==> src/hdl/tsfc_pkg.sv <==
// Package for the true-stereo FIR convolver: sizes, item codes and the
// command and status structs between controller and datapath.
// Depends on nothing.
package tsfc_pkg;

  localparam int MAX_TAPS    = 256;
  localparam int SAMPLE_BITS = 16;
  localparam int COEF_BITS   = 16;
  localparam int FIELD_W     = 16;
  localparam int TAPS_W      = 9;
  localparam int TAP_AW      = $clog2(MAX_TAPS);
  localparam int CNT_W       = TAP_AW + 1;
  localparam int PROD_W      = SAMPLE_BITS + COEF_BITS;
  localparam int ACC_W       = PROD_W + TAP_AW + 1;
  localparam int GAIN_W      = 16;
  localparam int SCALED_W    = ACC_W + GAIN_W;
  localparam int OUT_SHIFT   = SAMPLE_BITS + COEF_BITS - 2;
  localparam int SHIFTED_W   = SCALED_W - OUT_SHIFT;
  localparam int OUT_W       = 16;

  localparam logic signed [GAIN_W-1:0] GAIN_Q15 = 16'sd11469;
  localparam logic [TAPS_W-1:0] TAPS_RESET = 9'd256;

  localparam logic [1:0] FUNC_SAMPLE = 2'd0;
  localparam logic [1:0] FUNC_COEF   = 2'd1;
  localparam logic [1:0] FUNC_CLEAR  = 2'd2;

  localparam logic [1:0] PATH_LL = 2'd0;
  localparam logic [1:0] PATH_LR = 2'd1;
  localparam logic [1:0] PATH_RL = 2'd2;
  localparam logic [1:0] PATH_RR = 2'd3;

  typedef enum logic [2:0] {
    S_CLEAR,
    S_IDLE,
    S_MAC,
    S_DRAIN,
    S_OUT
  } state_e;

  typedef struct packed {
    logic hist_we;
    logic coef_we;
    logic clr_hist;
    logic clr_coef;
    logic cnt_clr;
    logic cnt_inc;
    logic issue;
    logic acc_clr;
    logic pos_clr;
    logic pos_inc;
    logic scale;
    logic out_load;
  } tsfc_cmd_t;

  typedef struct packed {
    logic last_tap;
    logic last_clear;
    logic pipe_busy;
    logic out_busy;
  } tsfc_stat_t;

endpackage

==> src/hdl/tsfc_ctrl.sv <==
// Controller state machine of the convolver: decodes accepted words and
// sequences clearing, tap stepping, scaling and output. Depends on tsfc_pkg.
module tsfc_ctrl
  import tsfc_pkg::*;
(
  input  logic       clk_i,
  input  logic       rst_ni,
  input  logic       in_valid_i,
  input  logic [1:0] func_i,
  output logic       in_ready_o,
  input  tsfc_stat_t stat_i,
  output tsfc_cmd_t  cmd_o
);

  state_e state_q, state_d;
  logic   clr_coef_q, clr_coef_d;

  always_ff @(posedge clk_i or negedge rst_ni) begin
    if (!rst_ni) begin
      state_q    <= S_CLEAR;
      clr_coef_q <= 1'b1;
    end else begin
      state_q    <= state_d;
      clr_coef_q <= clr_coef_d;
    end
  end

  always_comb begin
    state_d    = state_q;
    clr_coef_d = clr_coef_q;
    cmd_o      = '0;
    in_ready_o = 1'b0;
    case (state_q)
      S_CLEAR: begin
        cmd_o.clr_hist = 1'b1;
        cmd_o.clr_coef = clr_coef_q;
        cmd_o.cnt_inc  = 1'b1;
        if (stat_i.last_clear) begin
          clr_coef_d = 1'b0;
          state_d    = S_IDLE;
        end
      end
      S_IDLE: begin
        in_ready_o = 1'b1;
        if (in_valid_i) begin
          case (func_i)
            FUNC_SAMPLE: begin
              cmd_o.hist_we = 1'b1;
              cmd_o.acc_clr = 1'b1;
              cmd_o.cnt_clr = 1'b1;
              state_d       = S_MAC;
            end
            FUNC_COEF: begin
              cmd_o.coef_we = 1'b1;
            end
            FUNC_CLEAR: begin
              cmd_o.cnt_clr = 1'b1;
              cmd_o.pos_clr = 1'b1;
              clr_coef_d    = 1'b0;
              state_d       = S_CLEAR;
            end
            default: begin
            end
          endcase
        end
      end
      S_MAC: begin
        cmd_o.issue   = 1'b1;
        cmd_o.cnt_inc = 1'b1;
        if (stat_i.last_tap) begin
          state_d = S_DRAIN;
        end
      end
      S_DRAIN: begin
        if (!stat_i.pipe_busy) begin
          cmd_o.scale   = 1'b1;
          cmd_o.pos_inc = 1'b1;
          state_d       = S_OUT;
        end
      end
      S_OUT: begin
        if (!stat_i.out_busy) begin
          cmd_o.out_load = 1'b1;
          state_d        = S_IDLE;
        end
      end
      default: begin
        state_d = S_IDLE;
      end
    endcase
  end

endmodule

==> config.mk <==
export PLATFORM = sky130hd
export DESIGN_NAME = tsfc_ctrl
export DESIGN_NICKNAME = d
export VERILOG_FILES = /design/src/hdl/tsfc_pkg.sv /design/src/hdl/tsfc_ctrl.sv
export SDC_FILE = /design/constraint.sdc
export NUM_CORES = 1
export LEC_CHECK = 0
export ABC_AREA = 1
export BUFFER_PORTS_ARGS = -buffer_cell sky130_fd_sc_hd__buf_2
export CORE_AREA = 2 2 39 41
export DETAILED_ROUTE_END_ITERATION = 16
export DIE_AREA = 0 0 41 43
export PLACE_DENSITY = 0.59
export SYNTH_ARGS = -nofsm -noshare
export SYNTH_HDL_FRONTEND = slang
export SYNTH_SLANG_ARGS = --single-unit
==> constraint.sdc <==
create_clock -name clk_i -period 2.1 [get_ports clk_i]
set_input_delay 0.42 -clock clk_i [delete_from_list [all_inputs] [get_ports clk_i]]
set_output_delay 0.42 -clock clk_i [all_outputs]
set_load 0.05 [all_outputs]
==> impl_metrics.py, run 1 <==
metrics = {
    "sta": {
        "tightest_slew_ns": 0.364,
        "slew_headroom_pct": 75.7,
        "timing.hold.ws_ns": 0.397,
        "hold_viol_final": 0,
        "finalCritPeriodShare_pct": 93.9,
        "fin_crit_ns": 1.97,
        "rsz0062_at_grt": "true",
        "fmax_mhz": 507,
        "drv_slew": 0,
        "setup_violations": 0,
        "skew_ns": 0.00101,
    },
    "routing": {
        "viasPerCell": 4.51,
        "vias": 433,
        "drtIter0Drc": 9,
        "drc": 0,
        "avgRoutedWirePerCell_um": 9.69,
        "ant_nets": 0,
        "routed_wirelength_um": 930,
        "first_pass_iters": 4,
    },
    "worst_setup_path": {
        "crit_path_max_fanout": 7,
        "crit_required_ns": 1.68,
        "start_kind": "flop",
        "critPathArrivalTime_ns": 1.55,
        "critPathKind": "flop to primary output",
        "crit_path_end_kind": "primary output",
    },
    "floorplan": {
        "io_pins": 22,
        "start_util_pct": 26.3,
        "die_y_um": 43,
        "die_width_um": 41,
        "rows": 14,
        "core_um2": 1380,
        "die_area_um2": 1760,
    },
    "logic_synthesis": {
        "yosys.area_share.simple_pct": 50.9,
        "ys_types": 18,
        "synth_area_leader_cell": "dfrtp_1",
        "synth_top_family_by_area": "simple AND/OR/NAND/NOR gates",
        "ys_ff_latch": 4,
        "synth_compound_area_share_pct": 2.75,
        "synthXorXnorAreaFrac_pct": 0,
        "syn_area_per_cell_um2": 6.39,
        "synth.top_cell.area_share_pct": 20.6,
        "yosys_warnings": 0,
        "synth_area_leaders": "dfrtp_1 21%, nand2_1 12%, inv_1 9.3%",
        "synth.area.mux_share_pct": 0,
        "syn_inst": 57,
        "synth_fa_ha_area_share_pct": 0,
        "synth_nets": 66,
        "ys_seq_area_share_pct": 27.8,
        "syn_area_um2": 364,
    },
    "global_route": {
        "grtUsageTotal_pct": 12.8,
        "grt_max_degree": 10,
        "grt_pass1_wl_mm": 1.46,
        "grt_pass1_vias": 369,
        "antenna_found_initial": 0,
        "gr-total-overflow": 0,
    },
    "power_and_ir_drop": {
        "p_per_area_nw_per_um2": 1650,
        "p_leak_nw": 0.311,
        "p_total_w": 0.000878,
        "ir_drop_v": 0.000496,
    },
    "placed_design": {
        "port-buffer-count": 21,
        "routabilityCongestion": 0.771,
        "dp_hpwl_um": 759,
    },
    "cells_and_area": {
        "layout_common_cells": "21 x buf_2, 12 x nand2_1, 9 x inv_1",
        "final_common_cell": "buf_2",
        "final_layout_size_suffix_gt1_share_pct": 48.8,
        "nNetsFinal": 90,
        "antenna_cells": 0,
        "seqCellArea_um2": 101,
        "fill_cells": 153,
        "multiInputGateArea_um2": 229,
        "syn_to_final_growth_pct": 46.4,
    },
    "run": {
        "maxCapViolCount": 0,
    },
    "outcome": {
        "status": "finished clean",
    },
    "clock_network": {
        "post_cts_buffers": 0,
        "cts_tree": "yes",
        "clk_pin_slew_ns": 0.05,
        "cts_buffers": 3,
        "clockRootBuffer": "clkbuf_4",
        "cts.sinks": 4,
        "post_cts_resize_count": 0,
        "htreeDepth": 1,
        "clk_latency_ns": 0.25,
        "cts.path.max_buffers": 2,
    },
    "worst_hold_path": {
        "hp-class": "input port to flop",
    },
}
==> layout make-up <==
cell class	count	area share (%)
Tap cell	16	3.76
Timing Repair Buffer	22	21.6
Clock buffer	4	4.93
Multi-Input combinational cell	39	43.0
Sequential cell	4	19.0
Inverter	11	7.75
==> per-layer routing <==
layer  part of all wire [%]  vias up  global-route usage (%)
li1                       -      224                       -
met1                     45      195                    14.3
met2                     50       14                    18.4
met3                    4.8        0                    4.71
met4                      0        0                    10.0
met5                      0        -                       0
==> metrics by stage <==
step	cell area (um^2)	cells	utilization [%]	setup slack (ns)	setup TNS, ns
6_report	533	96	38.5	0.128	0
5_1_grt	533	96	38.5	-0.00540	-0.00779
4_1_cts	533	96	38.5	0.123	0
3_5_place_dp	497	91	35.9	0.395	0
3_3_place_gp	497	91	35.9	0.425	0
2_1_floorplan	398	57	-	-0.270	-0.279
==> final timing paths <==
path | startpoint | endpoint | slack [ns] | cells after the start
max | state_q[2] | cmd_o[11] | 0.13 | 6
min | stat_i[1] | state_q[2] | 0.40 | 2
max reg2reg | state_q[1] | state_q[0] | 0.77 | 7
min reg2reg | clr_coef_q | clr_coef_q | 0.47 | 2
max in group asynchronous | rst_ni | clr_coef_q | 1.39 | 2
min in group asynchronous | rst_ni | state_q[2] | 0.51 | 2
==> kinds of logic (layout without fill, tap and decap cells) <==
logic type	Yosys count	count (layout)
AND/OR/NAND/NOR	37	37
buffers and inverters	14	37
flip-flops	4	4
AO/OA/AOI/OAI	2	2
==> critical path, cell delays in order, from the launching register on <==
cell and delay [ns]:
dfrtp_1 0.40, inv_2 0.13, nand2_2 0.09, nor2_4 0.14, inv_1 0.10, nor4_4 0.14, buf_2 0.30
==> Yosys cell counts <==
cell type,n
nand3_1,6
a21oi_1,1
buf_4,2
nor2_2,2
nand2_1,12
nor2_4,1
nor2_1,5
inv_2,2
inv_1,9
dfstp_2,1
dfrtp_1,3
buf_6,1
nor3_1,2
nand3b_1,1
nor4_1,2
o21ai_0,1
nand4_1,2
nand2_2,4
==> sequential cells by signal (all words and copies together), names as in the netlist <==
signal      cells
clr_coef_q      1
state_q         3
==> repair_timing <==
action / CTS / global route
hold buffers: 1 / 0
hold endpoints to repair: 3 / 0
setup endpoints to repair: 0 / 2
==> power by group <==
| part | total (W) | switching (W) | internal [W] |
|---|---|---|---|
| registers | 0.000153 | 0.0000508 | 0.000102 |
| clock network | 0.000116 | 0.0000437 | 0.0000721 |
| logic | 0.000610 | 0.000461 | 0.000149 |
Note: power is estimated with default switching activity, not from simulation.
==> run 2, diff against run 1 <==
--- a/config.mk
+++ b/config.mk
@@ -6,7 +6,7 @@
 export NUM_CORES = 1
 export LEC_CHECK = 0
 export ABC_AREA = 1
-export BUFFER_PORTS_ARGS = -buffer_cell sky130_fd_sc_hd__buf_2
+export BUFFER_PORTS_ARGS = -buffer_cell sky130_fd_sc_hd__buf_4
 export CORE_AREA = 2 2 39 41
 export DETAILED_ROUTE_END_ITERATION = 16
 export DIE_AREA = 0 0 41 43
==> impl_metrics.py, run 2 (same netlist as run 1, synthesis figures left out) <==
metrics = {
    "routing": {
        "first_pass_iters": 3,
        "drc": 0,
        "viasPerCell": 4.44,
        "avgRoutedWirePerCell_um": 9.03,
        "vias": 426,
        "routed_wirelength_um": 867,
        "ant_nets": 0,
        "drtIter0Drc": 12,
    },
    "cells_and_area": {
        "largest_reg_flops": 3,
        "reg_top3": "state_q x3, clr_coef_q x1",
        "final_common_cell": "buf_4",
        "layout_common_cells": "21 x buf_4, 12 x nand2_1, 9 x inv_1",
        "antenna_cells": 0,
        "top_register": "state_q",
        "nNetsFinal": 90,
        "postLayoutCoreUtil_pct": 42.3,
        "syn_to_final_growth_pct": 60.8,
        "stdcell_count": 96,
        "final_layout_size_suffix_gt1_share_pct": 48.8,
    },
    "worst_hold_path": {
        "min_path_cells": 2,
        "hp-class": "input port to flop",
        "hold_end": "state_q[2]",
        "hold_start": "stat_i[1]",
    },
    "worst_setup_path": {
        "cpPeakStageDelay_ns": 0.40,
        "start_kind": "flop",
        "setup.worst_path.start": "state_q[2]",
        "crit_required_ns": 1.68,
        "crit_path_max_fanout": 7,
        "critPathKind": "flop to primary output",
        "r2r_cells": 7,
        "crit_buf_inv": 3,
        "r2r-start": "state_q[1]",
        "critPathArrivalTime_ns": 1.51,
        "crit_chain": "inv_2 > nand2_2 > nor2_4 > inv_1 > nor4_4 > buf_4",
        "cpMaxStageDelayCell": "dfrtp_1",
        "crit_family": "buffers and inverters",
        "r2r_slack_ns": 0.81,
        "timing.rr.end": "state_q[0]",
        "crit_path_end_kind": "primary output",
    },
    "floorplan": {
        "die_area_um2": 1760,
        "die_width_um": 41,
        "core_um2": 1380,
        "start_util_pct": 26.3,
        "io_pins": 22,
        "die_y_um": 43,
        "rows": 14,
    },
    "sta": {
        "rsz0062_at_grt": "false",
        "fmax_mhz": 518,
        "fin_crit_ns": 1.93,
        "slew_headroom_pct": 76.7,
        "finalCritPeriodShare_pct": 91.9,
        "tightest_slew_ns": 0.350,
        "setup_violations": 0,
        "skew_ns": 0.00185,
        "timing.hold.ws_ns": 0.394,
        "hold_viol_final": 0,
        "drv_slew": 0,
    },
    "outcome": {
        "status": "finished clean",
    },
    "global_route": {
        "top_usage_layer": "met2",
        "grt_pass1_vias": 353,
        "grt_util_met1_pct": 15.3,
        "grtUsageMet3_pct": 7.85,
        "grt_pass1_wl_mm": 1.41,
        "grtUsageTotal_pct": 12.3,
        "antenna_found_initial": 0,
        "grt_max_degree": 10,
        "gr-total-overflow": 0,
        "grtUsageMet2_pct": 16.9,
    },
    "power_and_ir_drop": {
        "p_total_w": 0.000910,
        "ir_drop_v": 0.000644,
        "p_leak_nw": 0.320,
        "p_per_area_nw_per_um2": 1550,
    },
    "clock_network": {
        "clk_pin_slew_ns": 0.04,
        "post_cts_resize_count": 0,
        "clk_latency_ns": 0.24,
        "cts.path.max_buffers": 2,
        "htreeDepth": 1,
        "cts.sinks": 4,
        "clockRootBuffer": "clkbuf_4",
        "cts_buffers": 3,
        "cts_tree": "yes",
    },
    "placed_design": {
        "port-buffer-count": 21,
        "placed_cells": 91,
        "dp_hpwl_um": 711,
        "routabilityCongestion": 0.778,
    },
    "run": {
        "maxCapViolCount": 0,
    },
}
## run 2: worst max-delay path by stage
stage          cells past startpoint  slack (ns)   endpoint
5_1_grt                            6        0.08  cmd_o[11]
4_1_cts                            6        0.17  cmd_o[11]
3_5_place_dp                       6        0.44  cmd_o[11]
2_1_floorplan                      6       -0.27  cmd_o[11]
3_3_place_gp                       6        0.47   cmd_o[4]
6_report                           6        0.17  cmd_o[11]
## run 2: metrics by stage
| stage | area (um^2) | setup WS (ns) | TNS (ns) |
|---|---|---|---|
| after floorplan | 398 | -0.270 | -0.279 |
| after global placement | 549 | 0.467 | 0 |
| after detailed placement | 549 | 0.435 | 0 |
| after CTS | 586 | 0.166 | 0 |
| after global routing | 586 | 0.0849 | 0 |
| final | 586 | 0.170 | 0 |
## run 2: routing by layer
metal	part of all wire [%]	up-vias
li1	-	225
met5	0	-
met4	0	0
met2	48	16
met1	43	185
met3	8.7	0
## run 2: report_power, final
part / switching, W / leakage [nW] / internal [W] / total [W]
sequential: 0.0000503 / 0.0485 / 0.000102 / 0.000152
combinational: 0.000458 / 0.256 / 0.000191 / 0.000649
clock: 0.0000368 / 0.0150 / 0.0000716 / 0.000108
## run 2: worst reg2reg max path, stage by stage (launching register included)
cell	delay, ns
dfrtp_1	0.54
nor2_1	0.14
nand3_1	0.10
nand2_1	0.07
nor2_2	0.15
nand2_2	0.07
nand2_1	0.05
nand2_1	0.05
## run 2: timing repair
action / 4_1_cts / 5_1_grt
hold buffers: 1 / 0
hold endpoints to repair: 3 / 0
setup buffers: 0 / 0
## run 2: area by class of cell
type / count / area, um^2
fillers: 148 / 798
clock buffers: 4 / 26.3
inverters: 11 / 41.3
well taps: 16 / 20.0
flip-flops and latches: 4 / 101
repair buffers: 22 / 168
multi-input cells: 39 / 229
